**config.mk**
```make
export PLATFORM = sky130hd
export DESIGN_NAME = integer_to_text_any_base
export DESIGN_NICKNAME = d
export VERILOG_FILES = /design/src/sv/i2t_pkg.sv /design/src/sv/i2t_front.sv /design/src/sv/i2t_queue.sv /design/src/sv/i2t_back.sv /design/src/sv/integer_to_text_any_base.sv
export SDC_FILE = /design/constraint.sdc
export NUM_CORES = 1
export LEC_CHECK = 0
export BUFFER_PORTS_ARGS = -buffer_cell sky130_fd_sc_hd__buf_2
export CORE_MARGIN = 10
export CORE_UTILIZATION = 50
export CTS_BUF_LIST = sky130_fd_sc_hd__clkbuf_4
export DETAILED_ROUTE_END_ITERATION = 10
export GPL_TIMING_DRIVEN = 0
export PLACE_DENSITY = 0.73
export SLEW_MARGIN = 5
export SYNTH_ARGS = -nofsm -noshare
export SYNTH_HDL_FRONTEND = slang
export SYNTH_HIERARCHICAL = 1
export SYNTH_SLANG_ARGS = --single-unit
export TNS_END_PERCENT = 50
```
**constraint.sdc**
```tcl
create_clock -name clock -period 30.4 [get_ports clock]
set_input_delay 4.56 -clock clock [delete_from_list [all_inputs] [get_ports clock]]
set_output_delay 4.56 -clock clock [all_outputs]
set_load 0.02 [all_outputs]
```
**src/sv/i2t_pkg.sv**
```systemverilog
package i2t_pkg;

   // width of the integer being converted
   localparam int VALUE_BITS = 32;
   localparam int RADIX_BITS = 6;
   localparam int CHAR_BITS = 8;

   // digit store addressing and digit count
   localparam int ADDR_BITS = $clog2(VALUE_BITS);
   localparam int COUNT_BITS = $clog2(VALUE_BITS + 1);

   // divider: quotient bits produced per cycle, division steps per digit
   localparam int STEP_BITS = 8;
   localparam int STEPS_PER_DIGIT = (VALUE_BITS + STEP_BITS - 1) / STEP_BITS;
   localparam int PAD_BITS = STEPS_PER_DIGIT * STEP_BITS;
   localparam int STEP_CNT_BITS = (STEPS_PER_DIGIT > 1) ? $clog2(STEPS_PER_DIGIT) : 1;

   // base limits
   localparam logic [RADIX_BITS-1:0] RADIX_MIN = RADIX_BITS'(2);
   localparam logic [RADIX_BITS-1:0] RADIX_MAX = RADIX_BITS'(36);

   // character codes
   localparam logic [CHAR_BITS-1:0] CHAR_MINUS = 8'h2D;
   localparam logic [CHAR_BITS-1:0] CHAR_ZERO = 8'h30;
   localparam logic [CHAR_BITS-1:0] CHAR_A = 8'h41;

   typedef struct packed {
      logic signed [VALUE_BITS-1:0] value;
      logic [RADIX_BITS-1:0]        radix;
   } req_type;

   typedef struct packed {
      logic [CHAR_BITS-1:0] text_char;
      logic                 last_char;
   } rsp_type;

   // classified job handed from front to back
   typedef struct packed {
      logic                  negative;
      logic [VALUE_BITS-1:0] magnitude;
      logic [RADIX_BITS-1:0] base;
   } job_type;

   // digit value to ascii
   function automatic logic [CHAR_BITS-1:0] digit_char(input logic [RADIX_BITS-1:0] d);
      logic [CHAR_BITS-1:0] c;
      if (d < RADIX_BITS'(10)) begin
         c = CHAR_ZERO + CHAR_BITS'(d);
      end else if (d < RADIX_MAX) begin
         c = CHAR_A + CHAR_BITS'(d) - CHAR_BITS'(10);
      end else begin
         c = CHAR_ZERO;
      end
      return c;
   endfunction

endpackage

```
**src/sv/i2t_front.sv**
```systemverilog
module i2t_front
   import i2t_pkg::*;
(
   input  req_type req_word,
   output job_type job_word
);

   logic [VALUE_BITS-1:0] raw;

   // sign split and base saturation
   always_comb begin
      raw = VALUE_BITS'(req_word.value);
      job_word.negative = raw[VALUE_BITS-1];
      job_word.magnitude = raw[VALUE_BITS-1] ? (~raw + VALUE_BITS'(1)) : raw;
      if (req_word.radix < RADIX_MIN) begin
         job_word.base = RADIX_MIN;
      end else if (req_word.radix > RADIX_MAX) begin
         job_word.base = RADIX_MAX;
      end else begin
         job_word.base = req_word.radix;
      end
   end

endmodule

```
**src/sv/i2t_queue.sv**
```systemverilog
module i2t_queue
   import i2t_pkg::*;
(
   input  logic    clock,
   input  logic    reset,
   input  logic    push,
   input  job_type push_word,
   input  logic    pop,
   output job_type pop_word,
   output logic    empty,
   output logic    full
);

   // two entry queue between front and back
   job_type    slot_ff [2];
   logic       wr_ptr_ff, wr_ptr_in;
   logic       rd_ptr_ff, rd_ptr_in;
   logic [1:0] fill_ff, fill_in;

   assign empty = (fill_ff == 2'd0);
   assign full = (fill_ff == 2'd2);
   assign pop_word = slot_ff[rd_ptr_ff];

   // pointer and fill bookkeeping
   always_comb begin
      wr_ptr_in = wr_ptr_ff;
      rd_ptr_in = rd_ptr_ff;
      fill_in = fill_ff;
      if (push && !full) begin
         wr_ptr_in = ~wr_ptr_ff;
      end
      if (pop && !empty) begin
         rd_ptr_in = ~rd_ptr_ff;
      end
      if ((push && !full) && !(pop && !empty)) begin
         fill_in = fill_ff + 2'd1;
      end else if (!(push && !full) && (pop && !empty)) begin
         fill_in = fill_ff - 2'd1;
      end
   end

   always_ff @(posedge clock) begin
      if (reset) begin
         wr_ptr_ff <= 1'b0;
         rd_ptr_ff <= 1'b0;
         fill_ff <= 2'd0;
      end else begin
         wr_ptr_ff <= wr_ptr_in;
         rd_ptr_ff <= rd_ptr_in;
         fill_ff <= fill_in;
      end
   end

   // payload slots
   always_ff @(posedge clock) begin
      if (push && !full) begin
         slot_ff[wr_ptr_ff] <= push_word;
      end
   end

endmodule

```
**src/sv/i2t_back.sv**
```systemverilog
module i2t_back
   import i2t_pkg::*;
(
   input  logic    clock,
   input  logic    reset,
   input  logic    job_ready,
   input  job_type job_word,
   output logic    job_take,
   output logic    rsp_strobe,
   output rsp_type rsp_data
);

   localparam logic [2:0] S_IDLE = 3'd0;
   localparam logic [2:0] S_DIVIDE = 3'd1;
   localparam logic [2:0] S_SIGN = 3'd2;
   localparam logic [2:0] S_FETCH = 3'd3;
   localparam logic [2:0] S_EMIT = 3'd4;

   logic [2:0]               state_ff, state_in;
   logic [PAD_BITS-1:0]      work_ff, work_in;
   logic [RADIX_BITS-1:0]    rem_ff, rem_in;
   logic [RADIX_BITS-1:0]    base_ff, base_in;
   logic                     neg_ff, neg_in;
   logic [STEP_CNT_BITS-1:0] step_ff, step_in;
   logic [COUNT_BITS-1:0]    idx_ff, idx_in;
   logic [RADIX_BITS-1:0]    rd_data_ff;
   logic [RADIX_BITS-1:0]    digit_mem [VALUE_BITS];

   logic [PAD_BITS-1:0]      div_work;
   logic [RADIX_BITS:0]      div_rem;
   logic                     digit_done;
   logic                     wr_en;
   logic [ADDR_BITS-1:0]     wr_addr;
   logic [ADDR_BITS-1:0]     rd_addr;
   logic [COUNT_BITS-1:0]    rd_index;

   // restoring division, STEP_BITS quotient bits per cycle
   always_comb begin
      div_work = work_ff;
      div_rem = {1'b0, rem_ff};
      for (int i = 0; i < STEP_BITS; i++) begin
         div_rem = {div_rem[RADIX_BITS-1:0], div_work[PAD_BITS-1]};
         div_work = {div_work[PAD_BITS-2:0], 1'b0};
         if (div_rem >= {1'b0, base_ff}) begin
            div_rem = div_rem - {1'b0, base_ff};
            div_work[0] = 1'b1;
         end
      end
   end

   assign digit_done = (step_ff == STEP_CNT_BITS'(STEPS_PER_DIGIT - 1));
   assign wr_en = (state_ff == S_DIVIDE) && digit_done;
   assign wr_addr = idx_ff[ADDR_BITS-1:0];
   assign rd_index = idx_in - COUNT_BITS'(1);
   assign rd_addr = rd_index[ADDR_BITS-1:0];

   // sequencer: divide, then the sign for a negative value, then digits most significant first
   always_comb begin
      state_in = state_ff;
      work_in = work_ff;
      rem_in = rem_ff;
      base_in = base_ff;
      neg_in = neg_ff;
      step_in = step_ff;
      idx_in = idx_ff;
      job_take = 1'b0;
      rsp_strobe = 1'b0;
      rsp_data.text_char = CHAR_MINUS;
      rsp_data.last_char = 1'b0;
      case (state_ff)
         S_IDLE: begin
            if (job_ready) begin
               job_take = 1'b1;
               work_in = PAD_BITS'(job_word.magnitude);
               base_in = job_word.base;
               neg_in = job_word.negative;
               rem_in = '0;
               step_in = '0;
               idx_in = '0;
               state_in = S_DIVIDE;
            end
         end
         S_DIVIDE: begin
            work_in = div_work;
            rem_in = div_rem[RADIX_BITS-1:0];
            step_in = step_ff + STEP_CNT_BITS'(1);
            if (digit_done) begin
               rem_in = '0;
               step_in = '0;
               idx_in = idx_ff + COUNT_BITS'(1);
               if (div_work == '0 || idx_ff == COUNT_BITS'(VALUE_BITS - 1)) begin
                  state_in = neg_ff ? S_SIGN : S_FETCH;
               end
            end
         end
         S_SIGN: begin
            rsp_strobe = 1'b1;
            rsp_data.text_char = CHAR_MINUS;
            rsp_data.last_char = 1'b0;
            state_in = S_EMIT;
         end
         S_FETCH: begin
            state_in = S_EMIT;
         end
         S_EMIT: begin
            rsp_strobe = 1'b1;
            rsp_data.text_char = digit_char(rd_data_ff);
            rsp_data.last_char = (idx_ff == COUNT_BITS'(1));
            idx_in = idx_ff - COUNT_BITS'(1);
            if (idx_ff == COUNT_BITS'(1)) begin
               state_in = S_IDLE;
            end
         end
         default: begin
            state_in = S_IDLE;
         end
      endcase
   end

   always_ff @(posedge clock) begin
      if (reset) begin
         state_ff <= S_IDLE;
         step_ff <= '0;
         idx_ff <= '0;
         neg_ff <= 1'b0;
      end else begin
         state_ff <= state_in;
         step_ff <= step_in;
         idx_ff <= idx_in;
         neg_ff <= neg_in;
      end
   end

   // datapath registers
   always_ff @(posedge clock) begin
      work_ff <= work_in;
      rem_ff <= rem_in;
      base_ff <= base_in;
   end

   // digit store, least significant digit first
   always_ff @(posedge clock) begin
      if (wr_en) begin
         digit_mem[wr_addr] <= div_rem[RADIX_BITS-1:0];
      end
      rd_data_ff <= digit_mem[rd_addr];
   end

   // remainder always below the base while dividing
   assert property (@(posedge clock) disable iff (reset)
      (state_ff == S_DIVIDE) |-> (rem_ff < base_ff))
      else $error("remainder reached the base");

   // digit index never runs past the store
   assert property (@(posedge clock) disable iff (reset)
      (state_ff == S_DIVIDE) |-> (idx_ff < COUNT_BITS'(VALUE_BITS)))
      else $error("digit index beyond the store");

   // at least one digit follows the sign
   assert property (@(posedge clock) disable iff (reset)
      (state_ff == S_SIGN) |-> (idx_ff != '0))
      else $error("sign without digits");

   // the last character returns the back end to idle
   assert property (@(posedge clock) disable iff (reset)
      (rsp_strobe && rsp_data.last_char) |=> (state_ff == S_IDLE))
      else $error("text continued after last character");

endmodule

```
**src/sv/integer_to_text_any_base.sv**
```systemverilog
// Integer to text in any base from 2 to 36.
// Input channel: drive req_data (value, radix) and raise start; the word is
// taken at a rising edge where start is high and busy is low. A radix below
// 2 is used as 2, above 36 as 36.
// Result channel: one ASCII character per cycle on rsp_data while
// rsp_strobe is high, most significant first: a '-' for negative values,
// then digits 0-9 and A-Z; last_char marks the final character. Zero gives
// a single '0'. The receiver cannot stall; every strobe is a delivered word.
// Flow: a front stage classifies the word (sign, magnitude, base) into a
// two-entry queue, so up to two numbers can wait while one is converted.
// The back end takes a number from the queue, divides by the base 8
// quotient bits per cycle, passes through a sign state for a negative
// value or a digit fetch state otherwise, then emits. A number accepted
// into an empty, idle block is taken in the cycle after it is accepted.
// Reset clears the queue and the sequencer; no clearing pass is needed.
module integer_to_text_any_base
   import i2t_pkg::*;
(
   input  logic    clock,
   input  logic    reset,
   input  logic    start,
   input  req_type req_data,
   output logic    busy,
   output logic    rsp_strobe,
   output rsp_type rsp_data
);

   job_type front_job;
   job_type back_job;
   logic    q_empty;
   logic    q_full;
   logic    back_take;

   // front: classify the word
   i2t_front u_front (
      .req_word (req_data),
      .job_word (front_job)
   );

   // queue between front and back
   i2t_queue u_queue (
      .clock     (clock),
      .reset     (reset),
      .push      (start),
      .push_word (front_job),
      .pop       (back_take),
      .pop_word  (back_job),
      .empty     (q_empty),
      .full      (q_full)
   );

   // back: divide and emit
   i2t_back u_back (
      .clock      (clock),
      .reset      (reset),
      .job_ready  (!q_empty),
      .job_word   (back_job),
      .job_take   (back_take),
      .rsp_strobe (rsp_strobe),
      .rsp_data   (rsp_data)
   );

   assign busy = q_full;

endmodule
```
; After elaboration in Yosys (flattened, before gate mapping)
; Memory sizes are Yosys's and may differ from the RTL's. A register that Yosys moved wholly into a read port is not among the register bits.
; Index checks and enable logic that the tools add are counted.
[classes]
add_sub_neg = 18
mul = 0
n_div = 0
n_lt_le_gt_ge = 12
n_eq_ne = 12
shifts = 0
mux = 50
bitwise = 4
n_reduce_logical = 20
[ops]
columns = operator, n
row1 = $mux 6, 14
row2 = $mux 32, 2
row3 = $pmux 32 s2, 1
row4 = $ge 7x6->1, 8
row5 = $sub 6x6->6, 8
row6 = $add 32x1->32 const B, 1
row7 = $logic_not 32->1, 1
row8 = $not 32->32, 1
row9 = $mux 1, 18
row10 = $pmux 6 s3, 1
row11 = $mux 8, 2
row12 = $mux 3, 4
row13 = $pmux 3 s4, 1
row14 = $pmux 6 s2, 1
row15 = $mux 9, 1
row16 = $add 7x6->8 const A, 1
row17 = $mux 2, 4
row18 = $sub 8x4->8 const B, 1
row19 = $add 6x6->7 const A, 1
row20 = $add 6x1->6 const B, 1
row21 = $eq 3x2->1 const B, 2
row22 = $eq 6x1->1 const B, 1
row23 = $eq 6x5->1 const B, 1
row24 = $gt 6x6->1 const B, 1
row25 = 23 further kinds, 39
[totals]
ff_bits = 60
latchBits = 0
mem_bits_rw = 270
rom_bits = 0
input_bits = 41
out_inout_bits = 11
elab_cells = 128
memories = 2
[mem_list]
columns = memory, depth, word_bits, read_ports, rd_clocked_by_memory_dff, wr, line_no
row1 = u_back.digit_mem, 32, 6, 1, 1, 1, i2t_back.sv:27  ; logic [RADIX_BITS-1:0] digit_mem [VALUE_BITS];
row2 = u_queue.slot_ff, 2, 39, 1, 1, 1, i2t_queue.sv:15  ; job_type slot_ff [2];

; Logic depth before layout (Yosys ltp)
[logic_depth]
word_depth = 21
depth_mapped = 79
depth_no_buf = 77

; Modules after synthesis
; The synthesis kept the hierarchy.
[by_module_without_submodules]
columns = module, instances, cells_each, area_each_um2
row1 = i2t_back, 1, 1040, 13389.1
row2 = i2t_queue, 1, 146, 3024.2
row3 = i2t_front, 1, 107, 754.5
row4 = integer_to_text_any_base, 1, 1, 3.8

; Worst setup path before layout
; OpenSTA, ideal clock, no wires.
[synth_timing]
kind = flip-flop to flip-flop
startpoint = register u_back.base_ff[1]
endpoint = memory u_back.digit_mem[0][0], data pin
setup_time_ns = 0.377
arrival_ns = 16.438
required_ns = 30.023
setup_slack_ns = 13.585
stages_incl_launch_ff = 76
path_cell_list = edfxtp_1 > inv_1 > ha_1 > or2_1 > a21oi_1 > o21ai_0 > nand2_1 > a21boi_0 > ha_1 > nor2b_1 > o31a_1 > o31ai_2 > o2111a_1 > buf_6 > nor2_1 > a21oi_1 > inv_1 > ha_1 > [... 40 more ...] > o21ai_0 > nand2b_1 > a21o_1 > a21o_1 > a31o_2 > a21oi_1 > a21bo_2 > a221oi_4 > mux2i_1 > ha_1 > a21oi_1 > o21bai_1 > a21o_1 > a21o_1 > o21bai_1 > a21oi_1 > nand2_2 > a21oi_1
[synth_via]
elab_chain_len = 16
word_cells_on_any_way = 23
classes_between = add/sub (7) / order compare (8) / mux (8)
[synth_lines]
columns = element, line_no
row1 = start: declaration, i2t_back.sv:22  ; logic [RADIX_BITS-1:0] base_ff, base_in;
row2 = start signal: assignment, i2t_back.sv:138  ; base_ff <= base_in;
row3 = $sub 6x6->6 / $ge 7x6->1 (equally long branches), "i2t_back.sv:45, i2t_back.sv:44"
row4 = $mux 6, i2t_back.sv:44  ; if (div_rem >= {1'b0, base_ff}) begin
row5 = $sub 6x6->6 / $ge 7x6->1 (equally long branches), "i2t_back.sv:45, i2t_back.sv:44"
row6 = $mux 6, i2t_back.sv:44
row7 = $sub 6x6->6 / $ge 7x6->1 (equally long branches), "i2t_back.sv:45, i2t_back.sv:44"
row8 = $mux 6, i2t_back.sv:44
row9 = $sub 6x6->6 / $ge 7x6->1 (equally long branches), "i2t_back.sv:45, i2t_back.sv:44"
row10 = $mux 6, i2t_back.sv:44
row11 = $sub 6x6->6 / $ge 7x6->1 (equally long branches), "i2t_back.sv:45, i2t_back.sv:44"
row12 = $mux 6, i2t_back.sv:44
row13 = $ge 7x6->1 / $sub 6x6->6 (equally long branches), "i2t_back.sv:44, i2t_back.sv:45"
row14 = $mux 6, i2t_back.sv:44
row15 = $sub 6x6->6 / $ge 7x6->1 (equally long branches), "i2t_back.sv:45, i2t_back.sv:44"
row16 = $mux 6, i2t_back.sv:44
row17 = $ge 7x6->1 *, i2t_back.sv:44
row18 = $mux 6 *, i2t_back.sv:44
row19 = via u_back.div_rem[0], i2t_back.sv:30  ; logic [RADIX_BITS:0] div_rem;
row20 = end: declaration, i2t_back.sv:27
; The timed path passes the listed nets; every way through them passes the cells marked *.

; Worst setup path in the final report
[layout_timing]
startpoint = register u_back.base_ff[1]
endpoint = memory u_back.digit_mem[23][1], data pin
[layout_via]
elab_chain_len = 16
word_cells_on_any_way = 24
classes_between = add/sub (8) / order compare (8) / mux (8)
[layout_lines]
columns = element, line_no
row1 = $sub 6x6->6 / $ge 7x6->1 (equally long branches), "i2t_back.sv:45, i2t_back.sv:44"
row2 = $mux 6, i2t_back.sv:44
row3 = $sub 6x6->6 / $ge 7x6->1 (equally long branches), "i2t_back.sv:45, i2t_back.sv:44"
row4 = $mux 6, i2t_back.sv:44
row5 = $sub 6x6->6 / $ge 7x6->1 (equally long branches), "i2t_back.sv:45, i2t_back.sv:44"
row6 = $mux 6, i2t_back.sv:44
row7 = $sub 6x6->6 / $ge 7x6->1 (equally long branches), "i2t_back.sv:45, i2t_back.sv:44"
row8 = $mux 6, i2t_back.sv:44
row9 = $sub 6x6->6 / $ge 7x6->1 (equally long branches), "i2t_back.sv:45, i2t_back.sv:44"
row10 = $mux 6, i2t_back.sv:44
row11 = $ge 7x6->1 / $sub 6x6->6 (equally long branches), "i2t_back.sv:44, i2t_back.sv:45"
row12 = $mux 6, i2t_back.sv:44
row13 = $ge 7x6->1 / $sub 6x6->6 (equally long branches), "i2t_back.sv:44, i2t_back.sv:45"
row14 = $mux 6, i2t_back.sv:44
row15 = $sub 6x6->6 / $ge 7x6->1 (equally long branches), "i2t_back.sv:45, i2t_back.sv:44"
row16 = $mux 6 *, i2t_back.sv:44
row17 = via u_back.div_rem[1], i2t_back.sv:30
; Marked as above.

==> impl_metrics.tcl <==
set metrics [dict create \
    status "completed" \
    yosys.area.top_type_share_pct 54.9 \
    crit_type "reg2reg" \
    drt-met1-wl_um 16000 \
    ant_nets 0 \
    dr.max_layer_used "met4" \
    final.min_clock_period_ns 20.67 \
    regToRegEndpoint "u_back/digit_mem[23][1]" \
    fmax_ghz 0.0484 \
    clock_path_buffers 3 \
    port_buffers 50 \
    cts_resized 0 \
    critPathLaunchType "flop" \
    syn_area_per_cell_um2 13.3 \
    clk_pin_slew_ns 0.07 \
    initial_core_util_pct 51.0 \
    gp_congestion 0.880 \
    dieArea_um2 42200 \
    synthArstFlopShare_pct 0 \
    gr-total-overflow 0 \
    slew_headroom_pct 17.1 \
    rsz0062_at_grt "no" \
    grtUsageTotal_pct 18.0 \
    tritoncts "built" \
    yosysTopAreaCell "edfxtp_1" \
    ys_seq_elements 337 \
    final_nets 1542 \
    r2r_slack_ns 9.73 \
    fin_crit_sh_pct 68.0 \
    worstHoldStart "u_back/neg_ff" \
    synth-edff-count 314 \
    dpl.hpwl_um 26200 \
    cap_violations 0 \
    die_w_um 205 \
    yosysUniqueCellTypes 93 \
    routed_wl_um 37200 \
    nFillCells 2714 \
    ys_warn_count 6 \
    rows 67 \
    clock_latency_ns 0.75 \
    vias 11200 \
    regToRegStartpoint "u_back/base_ff[1]" \
    cts.htree.levels 3 \
    report.final.slew_viol_count 0 \
    grt_pass1_vias 11400 \
    drive_above_1_share_pct 22.5 \
    antenna_found_initial 3 \
    die_y_um 205 \
    crit_arrival_ns 21.01 \
    pin_count 52 \
    holdPathStages 1 \
    dr_wl_met2_um 18100 \
    viasPerCell 5.75 \
    cts_num_sinks 337 \
    drtIter0Drc 924 \
    syn_inst 1294 \
    cts_hold_buffers 0 \
    wl_per_cell_um 19.1 \
    syn_nets 1404 \
    grt_pass1_wl_um 60000 \
    hp-class "reg2reg" \
    netlist_area_um2 17200 \
    drcViolationCount 0 \
    yosysSeqAreaShare_pct 57.6 \
    critPathMaxFanout 32 \
    fp.coreArea_um2 33700 \
    worst_setup_path_end_kind "flop" \
    area_growth_pct 11.3 \
    synthFlopType "edfxtp_1" \
    slowest_delay_ns 0.94 \
    root_buffer "clkbuf_4" \
    numCtsBuffers 82 \
    setup_viol_count_final 0 \
    reg2reg_depth 73 \
    skew_ns 0.0484 \
    whs_endpoint "u_back/state_ff[0]" \
    dr_wl_met3_um 2560 \
    fin_setup_tns_ns 0 \
    hold_violations 0 \
    path_common_cell "o21ai_0" \
    grt_start_max_net_pins 39 \
    tightest_slew_ns 1.24 \
    required_ns 30.73 \
    synthTopCellsByArea "edfxtp_1 (55%), mux4_2 (6.3%), ha_1 (4.4%)" \
    critPathSlowestCell "nand2_1" \
    postCtsSetupBuffers 0 \
    drt_pass1_iterations 5 \
]
## state kept, by name, indices dropped and copies added (netlist names), named ones only
register and flops:
u_queue/fill_ff 2, u_back/idx_ff 6, u_queue/wr_ptr_ff 1, u_back/base_ff 6, u_back/state_ff 3, u_back/rd_data_ff 6
u_back/work_ff 32, u_back/step_ff 2, u_queue/rd_ptr_ff 1, u_back/neg_ff 1, u_queue/slot_ff 78, u_back/rem_ff 6
u_back/digit_mem 192
## worst max-delay path, delay by kind of cell, from the launching register on
| family | cells | cell delay [ns] |
|---|---|---|
| AO/OA/AOI/OAI | 43 | 12.02 |
| AND/OR/NAND/NOR | 14 | 2.82 |
| adder cells (fa/ha/maj) | 8 | 2.58 |
| buffers and inverters | 6 | 1.14 |
| multiplexers | 2 | 0.94 |
| flip-flops | 1 | 0.70 |
## cell usage after synthesis (4+ instances only)
cell / instances
inv_1: 51
dfxtp_1: 23
o31a_1: 5
a21o_1: 13
or3_1: 8
mux4_2: 48
o21a_1: 13
nor2_1: 85
nand2_1: 142
o211ai_1: 12
mux2i_1: 21
o21ai_1: 4
fa_1: 8
nand4_1: 8
nand3b_1: 4
and2_1: 7
nor3_1: 13
clkbuf_1: 41
a211oi_1: 4
a21boi_0: 8
xor2_1: 14
a21oi_1: 35
buf_4: 5
o2111a_1: 5
ha_1: 61
or3b_2: 6
nand3_1: 22
o21ai_0: 69
o41ai_1: 6
or2_2: 5
xnor2_1: 43
edfxtp_1: 314
o31ai_1: 13
nor4_1: 11
nand2b_1: 6
nor3b_1: 4
mux2_2: 60
a31oi_1: 4
nor2b_1: 17
## placed cells by master, fill, tap and decap left out, types with 41 or more instances in the layout
cell        n
edfxtp_1  314
ha_1       61
nand2_1   142
clkbuf_1   41
clkbuf_4  113
mux4_2     48
inv_1      49
o21ai_0    69
mux2_2     60
xnor2_1    43
buf_2      52
nor2_1     85
## worst max path at each step
stage	to	cells after the start	slack, ns	startpoint
floorplan	u_back/digit_mem[0][0]	75	13.59	u_back/base_ff[1]
global placement	u_back/digit_mem[22][0]	73	9.29	u_back/base_ff[1]
detailed placement	u_back/digit_mem[20][1]	73	10.02	u_back/base_ff[1]
CTS	u_back/digit_mem[5][1]	73	9.86	u_back/base_ff[1]
global route	u_back/digit_mem[5][1]	73	8.11	u_back/base_ff[1]
finish	u_back/digit_mem[23][1]	73	9.73	u_back/base_ff[1]
## area by class of cell
type | count | area, µm² | share of cell area (%)
flip-flops and latches | 337 | 9890 | 51.8
inverters | 53 | 200 | 1.05
diodes | 3 | 7.51 | 0.0393
well taps | 448 | 561 | 2.93
plain buffers | 50 | 224 | 1.17
clock inverters | 35 | 193 | 1.01
multi-input cells | 854 | 6870 | 36.0
repair buffers | 54 | 313 | 1.64
clock buffers | 113 | 848 | 4.44
## layer usage
layer	global-route usage (%)	vias to the layer above
li1	-	5279
met1	23.7	5513
met2	29.2	360
met3	3.71	45
met4	5.83	0
met5	0	-
## kinds of logic (layout without fill, tap and decap cells)
| logic type | after synthesis | count (layout) | synth area share, % |
|---|---|---|---|
| buffers and inverters | 103 | 305 | 2.47 |
| DFF | 337 | 337 | 57.6 |
| xor gates and xnor gates | 57 | 57 | 2.91 |
| muxes | 130 | 130 | 11.5 |
| AOI/OAI and AO/OA | 233 | 233 | 9.78 |
| other | 1 | 4 | 0.0218 |
| adders and majority gates | 70 | 70 | 5.44 |
| and+or+nand+nor | 363 | 363 | 10.3 |
## per-stage QoR
stage	cell area [µm²]	setup WS [ns]	hold WS (ns)	cells	util, %
after floorplan	17200	13.59	0.418	1294	-
after detailed placement	18100	10.02	0.472	1796	53.6
final	19100	9.73	0.479	1947	56.7
after global placement	18000	9.29	0.445	1792	53.4
after CTS	19100	9.86	0.481	1944	56.7
after global routing	19100	8.11	0.504	1947	56.7
Power is not shown: default switching activity piles up to over one toggle a cycle in this logic, so the estimate is an artifact.
